[src/rtl/core/max_heap_priority_queue_macros.svh]
// Assertion macros for the priority queue RTL.
`ifndef MAX_HEAP_PRIORITY_QUEUE_MACROS_SVH
`define MAX_HEAP_PRIORITY_QUEUE_MACROS_SVH

`ifndef SYNTHESIS
`define MHPQ_ASSERT_SAME(lbl, clk, rst_n, ante, cons) \
  lbl: assert property (@(posedge clk) disable iff (!(rst_n)) (ante) |-> (cons)) \
    else $error("Priority queue check failed in the same cycle.");
`define MHPQ_ASSERT_NEXT(lbl, clk, rst_n, ante, cons) \
  lbl: assert property (@(posedge clk) disable iff (!(rst_n)) (ante) |=> (cons)) \
    else $error("Priority queue check failed in the next cycle.");
`else
`define MHPQ_ASSERT_SAME(lbl, clk, rst_n, ante, cons)
`define MHPQ_ASSERT_NEXT(lbl, clk, rst_n, ante, cons)
`endif

`endif

[src/rtl/core/mhpq_pkg.sv]
// Types and codes shared by the priority queue modules.
`timescale 1ns / 1ps
package mhpq_pkg;

  localparam logic ACT_INSERT = 1'b0;
  localparam logic ACT_DELETE = 1'b1;

  localparam logic [2:0] STATUS_INSERTED = 3'd0;
  localparam logic [2:0] STATUS_UPDATED  = 3'd1;
  localparam logic [2:0] STATUS_FULL     = 3'd2;
  localparam logic [2:0] STATUS_REMOVED  = 3'd3;
  localparam logic [2:0] STATUS_EMPTY    = 3'd4;

  typedef struct packed {
    logic               action;
    logic signed [31:0] key;
    logic        [31:0] payload;
  } in_item_t;

  typedef struct packed {
    logic        [2:0]  status;
    logic signed [31:0] key_out;
    logic        [31:0] payload_out;
    logic        [6:0]  entries_now;
  } out_item_t;

  typedef enum logic [1:0] {
    CELL_HOLD,
    CELL_INSERT,
    CELL_UPDATE,
    CELL_SHIFT
  } cell_op_t;

  typedef struct packed {
    cell_op_t           op;
    logic signed [31:0] key;
  } cell_cmd_t;

  typedef struct packed {
    logic hit;
    logic below;
  } cell_flags_t;

endpackage

[src/rtl/core/mhpq_cell.sv]
// One cell of the sorted entry chain: holds one key and payload.
`timescale 1ns / 1ps
module mhpq_cell #(
  parameter int IDX = 0,
  parameter int CW  = 7,
  parameter int PW  = 32
) (
  input  logic                  clk,
  input  mhpq_pkg::cell_cmd_t   cmd,
  input  logic [CW-1:0]         pos,
  input  logic [PW-1:0]         new_pay,
  input  logic signed [31:0]    prev_key,
  input  logic [PW-1:0]         prev_pay,
  input  logic signed [31:0]    next_key,
  input  logic [PW-1:0]         next_pay,
  output logic signed [31:0]    key_o,
  output logic [PW-1:0]         pay_o,
  output mhpq_pkg::cell_flags_t flags
);

  logic signed [31:0] key_r;
  logic signed [31:0] key_nxt;
  logic [PW-1:0]      pay_r;
  logic [PW-1:0]      pay_nxt;
  logic               sel;
  logic               after;

  assign sel   = (pos == CW'(IDX));
  assign after = (pos < CW'(IDX));

  always_comb begin
    key_nxt = key_r;
    pay_nxt = pay_r;
    case (cmd.op)
      mhpq_pkg::CELL_INSERT: begin
        if (sel) begin
          key_nxt = cmd.key;
          pay_nxt = new_pay;
        end else if (after) begin
          key_nxt = prev_key;
          pay_nxt = prev_pay;
        end
      end
      mhpq_pkg::CELL_UPDATE: begin
        if (sel) begin
          pay_nxt = new_pay;
        end
      end
      mhpq_pkg::CELL_SHIFT: begin
        key_nxt = next_key;
        pay_nxt = next_pay;
      end
      default: begin
      end
    endcase
  end

  always_ff @(posedge clk) begin
    key_r <= key_nxt;
    pay_r <= pay_nxt;
  end

  assign key_o       = key_r;
  assign pay_o       = pay_r;
  assign flags.hit   = sel && (key_r == cmd.key);
  assign flags.below = sel && ($signed(cmd.key) > $signed(key_r));

endmodule

[config.mk]
export PLATFORM = sky130hd
export DESIGN_NAME = mhpq_cell
export DESIGN_NICKNAME = d
export VERILOG_FILES = /design/src/rtl/core/max_heap_priority_queue_macros.svh /design/src/rtl/core/mhpq_pkg.sv /design/src/rtl/core/mhpq_cell.sv
export SDC_FILE = /design/constraint.sdc
export NUM_CORES = 1
export LEC_CHECK = 0
export BUFFER_PORTS_ARGS = -buffer_cell sky130_fd_sc_hd__clkbuf_2
export CORE_ASPECT_RATIO = 1.75
export CORE_MARGIN = 2
export CORE_UTILIZATION = 25
export DETAILED_ROUTE_END_ITERATION = 6
export GPL_TIMING_DRIVEN = 0
export PLACE_DENSITY_LB_ADDON = 0.25
export SYNTH_ARGS = -nofsm -noshare
export SYNTH_HDL_FRONTEND = slang
export SYNTH_SLANG_ARGS = --single-unit
export TNS_END_PERCENT = 5
[constraint.sdc]
create_clock -name clk -period 2.7 [get_ports clk]
set_input_delay 0.27 -clock clk [delete_from_list [all_inputs] [get_ports clk]]
set_output_delay 0.27 -clock clk [all_outputs]
set_load 0.02 [all_outputs]
==> run metrics, run 1 <==
status completed; VDD IR-drop max 294 uV; hold buffer count at cts 0; clock sink count 64; hold crit path type input pin to flop; initial antenna violation count 0; Tmin final 2.57 ns; Layout fillers 1424; CP cell instances inv_1, ha_4, a21oi_2, o21ai_2, a221o_1, a2111oi_4, a21o_1, nand2_1, buf_6; largest net degree at the start of global routing 34; Slew @ Worst Pin 0.912 ns; register bit count reported by yosys 64; 1st-iter DRT viols 45; TritonCTS clock tree built; Final GP Congestion 0.799; Synth area leaders edfxtp_1, mux2_2, ha_1; DRT Pass-1 Iters 4; Initial Util 25.6%; Fin. Hold Viols 0; Row Count 57; Startpoint Class flop; biggest area consumer among synthesized cells edfxtp_1; Critical Path RT 2.43 ns; Max-Cap Viols 0; ANT nets after route 0; Syn Nets 492; Die Ht 162 um; Clock Tree Buf Depth 2; vias 2884; Worst path top cell family by delay compound AO/OA/AOI/OAI gates; sequential share of the synthesized area 53.7%; Post-Syn Area per Cell 13.9 um2; Ys Warns 0; DRC 0; number of I/O pins 268; total grt overflow 0; final setup fails 0; vias in the first global route 3131; Chip Width 94.5 um; number of I/O port buffers 203; CTS H-tree lvls 3; crit path kind flop to output port; Root Driver clkbuf_16; Reg clk slew, reported paths 0.06 ns; fin worst setup slack 0.126 ns; final wirelength 10.2 mm; crit path capture type output port; Total GRT Usage 13.3%; first-pass GRT wire length 15.4 mm; synthesis-to-finish area growth 47.2%; fmax 389 MHz; share of cells above drive strength 1 62.3%; Leak Pwr 2.47 nW; Distinct cells, synth 28; Place WS -0.512 ns; final period utilization 95.3%; ANT cells 0; CTS buffer count 9; share of the synthesized area in the top cell type 53.7%; pwr/cell area 569 mW/mm2; drt wl/cell 15.4 um; total power 3.00 mW; Synth async-reset ratio 0%; largest stage delay on the critical path 0.39 ns; core area 0.0140 mm2; fin nets 713; number of synthesized flops with an enable pin 64; final hold slack 0.243 ns; final setup TNS 0 ns; Worst Path Arrival 2.30 ns; Mapped Cells 258; WP buf/inv 2; Slowest-stage cell, CP edfxtp_1; Slew Limit Headroom 39.2%; Via density 4.37; Final Util 37.7%; final max-slew violation count 0; Synth Cell Area 0.00358 mm2; post-DP HPWL 8.15 mm; Max FO, Critical Path 2; Main synth FF type edfxtp_1; die footprint 0.0153 mm2; commonest cells in the netlist edfxtp_1, mux2_2, inv_1, ha_1, a21oi_1
## report_power, final
group	internal, mW	total (mW)	switching [mW]
combinational	0.263	0.572	0.309
sequential	1.19	1.22	0.0286
clock	0.790	1.21	0.422
total	2.24	3.00	0.759
## per-stage QoR
stage               std cells  cell area [um2]
floorplan                 258             3580
CTS                       653             5140
finish                    660             5270
global placement          638             4820
detailed placement        638             4820
global route              660             5270
## worst paths after layout
path          from   endpoint  slack [ns]  depth (start not counted)
max      key_o[17]   flags[0]        0.13                          9
min   next_key[10]  key_o[10]        0.24                          2
## final cells by class
cell class / count / area, um2 / area share, %
repair buffers: 210 / 1070 / 20.4
plain buffers: 6 / 22.5 / 0.427
flip-flops and latches: 64 / 1920 / 36.5
clock inverters: 6 / 75.1 / 1.42
inverters: 33 / 124 / 2.35
clock buffers: 9 / 225 / 4.27
well taps: 177 / 221 / 4.20
multi-input cells: 155 / 1610 / 30.5
## kinds of logic after synthesis
group | Yosys count | synth area share (%)
compound gates | 27 | 5.94
flops | 64 | 53.6
simple gates | 32 | 5.03
buf+inv | 39 | 4.09
mux | 64 | 20.1
fa+ha+maj | 32 | 11.2
## cells in the final DEF (no fill, tap or decap), types with 2 or more instances in the layout
cell / count
clkbuf_2: 202
mux2_2: 64
edfxtp_1: 64
inv_1: 33
ha_1: 28
nand2_1: 9
clkbuf_16: 9
a21oi_1: 8
buf_4: 7
clkbuf_1: 6
nand4_1: 6
nand3_1: 5
a21oi_2: 4
a21o_1: 4
ha_4: 4
clkinv_1: 4
nor2_1: 3
a221o_1: 2
nor2b_1: 2
nor4_4: 2
bufinv_16: 2
## sequential cells by signal, indices dropped and copies added (netlist names)
register and count:
key_o 32, pay_o 32
## repair_timing
item | 4_1_cts | 5_1_grt
endpoints found under the hold margin | 0 | 0
setup buffers | 0 | 7
setup endpoints to repair | 33 | 1
pin swaps | 3 | 12
gates resized for setup | 4 | 11
## per-layer routing
metal / vias up / part of all wire [%] / track usage [%]
met2: 122 / 58 / 26.1
met1: 1341 / 34 / 12.8
met5: - / 0 / 0
li1: 1412 / - / -
met3: 9 / 6.1 / 3.29
met4: 0 / 1.9 / 5.01
No activity file was read; power rests on OpenSTA's default activity.
==> inputs of run 2 (changes only) <==
==> constraint.sdc (replaced) <==
create_clock -name clk -period 2.8 [get_ports clk]
set_input_delay 0.28 -clock clk [delete_from_list [all_inputs] [get_ports clk]]
set_output_delay 0.28 -clock clk [all_outputs]
set_load 0.02 [all_outputs]
==> run metrics, run 2 (synthesized netlist as in run 1, its figures left out) <==
status completed; clock sink count 64 (unchanged); final period utilization 94.5%; TritonCTS clock tree built; Sw Share 25.1% (-0.14 points); Slowest-stage cell, CP edfxtp_1; Clock Tree Buf Depth 2 (unchanged); number of I/O pins 268 (unchanged); Die Ht 162 um (unchanged); Reg power frac 40.9% (+0.3 points); Endpoint, Worst Hold key_o[10]; Root Driver clkbuf_16; Total GRT Usage 13.3% (unchanged); initial antenna violation count 0 (unchanged); commonest non-fill, non-tap cell in the layout clkbuf_2; hold crit path type input pin to flop; worst hold start next_key[10]; Gate power share 18.4% (-0.7 points); ANT nets after route 0 (unchanged); number of I/O port buffers 203 (unchanged); Row Count 57 (unchanged); fin worst setup slack 0.155 ns (+0.0281 ns); largest stage delay on the critical path 0.39 ns (about the same); Leak Pwr 2.43 nW (-1.5%); fin nets 706 (-0.98%); DRT Pass-1 Iters 6 (+2); synthesis-to-finish area growth 43.7%; largest net degree at the start of global routing 34 (unchanged); Startpoint Class flop; fmax 378 MHz; first-pass GRT wire length 15.4 mm (about the same); CTS buffer count 9 (unchanged); Max-Cap Viols 0 (unchanged); 1st-iter DRT viols 42 (-6.7%); final setup TNS 0 ns (unchanged); final max-slew violation count 0 (unchanged); Layout fillers 1431 (+0.49%); Final GP Congestion 0.799 (unchanged); Reg clk slew, reported paths 0.06 ns (about the same); Fin. Hold Viols 0 (unchanged); CP cell instances inv_1, ha_1, a21oi_2, o21ai_1, a221o_1, a2111oi_4, a21o_1, nand2_1, buf_4; internal power 2.15 mW (-4.2%); DRC 0 (unchanged); Slew Limit Headroom 39.3% (+0.050 points); Clk pwr share 40.7% (+0.3 points); Slew @ Worst Pin 0.911 ns (-0.000743 ns); Max FO, Critical Path 3 (+1); die footprint 0.0153 mm2 (unchanged); final wirelength 10.0 mm (-1.4%); drt wl/cell 15.3 um (-0.39%); Chip Width 94.5 um (unchanged); Post-CTS Setup Bufs 0 (unchanged); crit path kind flop to output port; Via density 4.37 (about the same); RSZ-0062 raised after global routing false; Initial Util 25.6% (unchanged); final hold slack 0.255 ns (+0.0119 ns); crit path capture type output port; post-DP HPWL 8.15 mm (unchanged); final setup fails 0 (unchanged); vias 2853 (-1.1%); WHS Path Cells 2 (unchanged); Switch Pwr 0.721 mW (-5.0%); Worst Path Arrival 2.37 ns (+0.07 ns); commonest cells after routing, fill and taps aside clkbuf_2, mux2_2, edfxtp_1; core area 0.0140 mm2 (unchanged); CTS H-tree lvls 3 (unchanged); share of cells above drive strength 1 60.3% (-2.0 points); Place WS -0.422 ns (+0.0900 ns); VDD IR-drop max 283 uV (-3.6%); Tmin final 2.65 ns; vias in the first global route 3131 (unchanged); ANT cells 0 (unchanged); Critical Path RT 2.52 ns (+0.09 ns); pwr/cell area 557 mW/mm2 (-2.1%); total grt overflow 0 (unchanged); final std cells w/o fill 653 (-1.1%); total placed cells including tap cells 638 (unchanged)
run 2: per-stage QoR:
stage	util, %	power [mW]	area [um2]
after floorplan	-	1.49	3580
after global placement	34.5	1.72	4820
after detailed placement	34.5	1.73	4820
after CTS	36.7	2.92	5130
after global routing	36.8	3.02	5150
final	36.8	2.87	5150
run 2: cell type report:
type,instances,area [um2],share of cell area (%)
sequential,64,1920,37.3
multi-input combinational,155,1540,29.9
timing repair buffer,203,1020,19.8
clock buffer,9,225,4.38
tap,177,221,4.30
inverter,33,124,2.41
clock inverter,6,75.1,1.46
buffer,6,22.5,0.438
run 2: layer usage:
layer | track usage [%] | wire (um)
met2 | 26.1 | 5820
met3 | 3.29 | 628
met4 | 5.01 | 191
met1 | 12.8 | 3370
met5 | 0 | 0
run 2: timing repair:
action | CTS | global route
gates resized for setup | 2 | 4
endpoints found under the setup margin | 33 | 1
hold buffers | 0 | 0
pin swaps | 0 | 4
run 2: worst max-delay path by stage:
stage	from	endpoint	slack [ns]	cells past startpoint
floorplan	pos[2]	pay_o[0]	0.09	4
global placement	pos[2]	pay_o[10]	-0.85	5
detailed placement	pos[2]	pay_o[14]	-0.42	5
CTS	key_o[14]	flags[0]	0.005	9
global route	key_o[22]	flags[0]	0.0006	9
finish	key_o[19]	flags[0]	0.15	9
run 2: worst max-delay path, delay by kind of cell (launching register included):
kind / cells / cell delay (ns)
compound gates: 5 / 1.14
flops: 1 / 0.39
fa+ha+maj: 1 / 0.26
buf+inv: 2 / 0.22
simple gates: 1 / 0.04
run 2: power by group through the flow:
stage	Sequential (mW)	Clock, mW	Combinational, mW
global route	1.18	1.25	0.585
detailed placement	1.20	0	0.532
CTS	1.18	1.21	0.537
floorplan	1.28	0	0.211
finish	1.17	1.17	0.528
global placement	1.19	0	0.524
==> inputs of run 3 (changes only) <==
==> constraint.sdc (replaced) <==
create_clock -name clk -period 2.8 [get_ports clk]
set_input_delay 0.28 -clock clk [delete_from_list [all_inputs] [get_ports clk]]
set_output_delay 0.28 -clock clk [all_outputs]
set_load 0.005 [all_outputs]
==> run metrics, run 3 (synthesized netlist as in run 1, its figures left out) <==
Die Ht 162 um (unchanged); ANT nets after route 0 (unchanged); Root Driver clkbuf_16; Via density 4.37 (unchanged); final setup TNS 0 ns (unchanged); drt wl/cell 15.3 um (unchanged); fmax 384 MHz (+1.7%); final max-slew violation count 0 (unchanged); crit path kind flop to output port; post-DP HPWL 8.15 mm (unchanged); Post-CTS Setup Bufs 0 (unchanged); final wirelength 10.0 mm (unchanged); Sw Share 23.0% (-2.1 points); commonest cells after routing, fill and taps aside clkbuf_2, mux2_2, edfxtp_1; TritonCTS clock tree built; fin nets 706 (unchanged); crit path capture type output port; Total GRT Usage 13.3% (unchanged); number of I/O port buffers 203 (unchanged); Critical Path RT 2.52 ns (about the same); Clock Tree Buf Depth 2 (unchanged); Slew @ Worst Pin 0.911 ns (unchanged); DRT Pass-1 Iters 6 (unchanged); largest stage delay on the critical path 0.39 ns (about the same); Clk pwr share 41.9% (+1.2 points); total power 2.79 mW (-2.8%); Max FO, Critical Path 3 (unchanged); worst hold start next_key[10]; Leak Pwr 2.43 nW (about the same); pwr/cell area 542 mW/mm2 (-2.8%); share of cells above drive strength 1 60.3% (unchanged); largest net degree at the start of global routing 34 (unchanged); hold crit path type input pin to flop; Row Count 57 (unchanged); vias 2853 (unchanged); Reg clk slew, reported paths 0.06 ns (about the same); crit path from key_o[19]; synthesis-to-finish area growth 43.6% (about the same); Switch Pwr 0.642 mW (-11%); clock sink count 64 (unchanged); Worst Path Arrival 2.32 ns (-0.05 ns); vias in the first global route 3131 (unchanged); CTS buffer count 9 (unchanged); Final GP Congestion 0.799 (unchanged); CP cell instances inv_1, ha_1, a21oi_2, o21ai_1, a221o_1, a2111oi_4, a21o_1, nand2_1, clkbuf_2; Worst path top cell family by delay compound AO/OA/AOI/OAI gates; Chip Width 94.5 um (unchanged); 1st-iter DRT viols 42 (unchanged); number of I/O pins 268 (unchanged); WHS Path Cells 2 (unchanged); Max-Cap Viols 0 (unchanged); ANT cells 0 (unchanged); Initial Util 25.6% (unchanged); Fin. Hold Viols 0 (unchanged); WP buf/inv 2 (unchanged); DRC 0 (unchanged); Crit path depth 9 (unchanged); Slew Limit Headroom 39.3% (unchanged); VDD IR-drop max 283 uV (about the same); final period utilization 92.9% (-1.5 points); status completed; Startpoint Class flop; Endpoint, Worst Hold key_o[10]; total grt overflow 0 (unchanged); Reg power frac 42.1% (+1.2 points); Slowest-stage cell, CP edfxtp_1; first-pass GRT wire length 15.4 mm (unchanged); die footprint 0.0153 mm2 (unchanged); initial antenna violation count 0 (unchanged); final setup fails 0 (unchanged); RSZ-0062 raised after global routing false; commonest non-fill, non-tap cell in the layout clkbuf_2; Gate power share 16.0% (-2.4 points); Tmin final 2.60 ns (-0.0433 ns); CTS H-tree lvls 3 (unchanged); internal power 2.15 mW (about the same); core area 0.0140 mm2 (unchanged)
run 3: routing by layer:
metal	global-route usage, %	wire length (um)
met1	12.8	3370
met2	26.1	5820
met3	3.29	628
met4	5.01	191
met5	0	0
run 3: power groups by stage:
stage / registers, mW / logic [mW] / clock network [mW]
floorplan: 1.20 / 0.210 / 0
global placement: 1.19 / 0.444 / 0
detailed placement: 1.20 / 0.452 / 0
CTS: 1.18 / 0.456 / 1.21
global route: 1.18 / 0.505 / 1.25
finish: 1.17 / 0.447 / 1.17
run 3: metrics by stage:
stage | cells | hold WS, ns | worst slack, ns | area (um2) | utilization, %
after floorplan | 258 | 0.500 | 0.0940 | 3580 | -
after global placement | 638 | 0.582 | -0.846 | 4820 | 34.5
after detailed placement | 638 | 0.584 | -0.422 | 4820 | 34.5
after CTS | 653 | 0.241 | 0.0596 | 5130 | 36.7
after global routing | 653 | 0.243 | 0.0223 | 5140 | 36.8
final | 653 | 0.255 | 0.198 | 5140 | 36.8
run 3: what timing repair did:
action                                 in CTS  in global routing
hold buffers                                0                  0
setup endpoints to repair                  33                  1
pin swaps                                   0                  4
resized for setup                           2                  2
endpoints found under the hold margin       0                  0
run 3: area by class of cell:
| class | instances | area [um2] |
|---|---|---|
| buffer | 6 | 22.5 |
| clock buffer | 9 | 225 |
| clock inverter | 6 | 75.1 |
| fill | 1432 | 8830 |
| inverter | 33 | 124 |
| multi-input combinational | 155 | 1540 |
| sequential | 64 | 1920 |
| tap | 177 | 221 |
| timing repair buffer | 203 | 1020 |
run 3: worst max path at each step:
stage                      endpoint
after global routing       flags[0]
after global placement    pay_o[10]
final                      flags[0]
after CTS                  flags[0]
after detailed placement  pay_o[14]
after floorplan            pay_o[0]
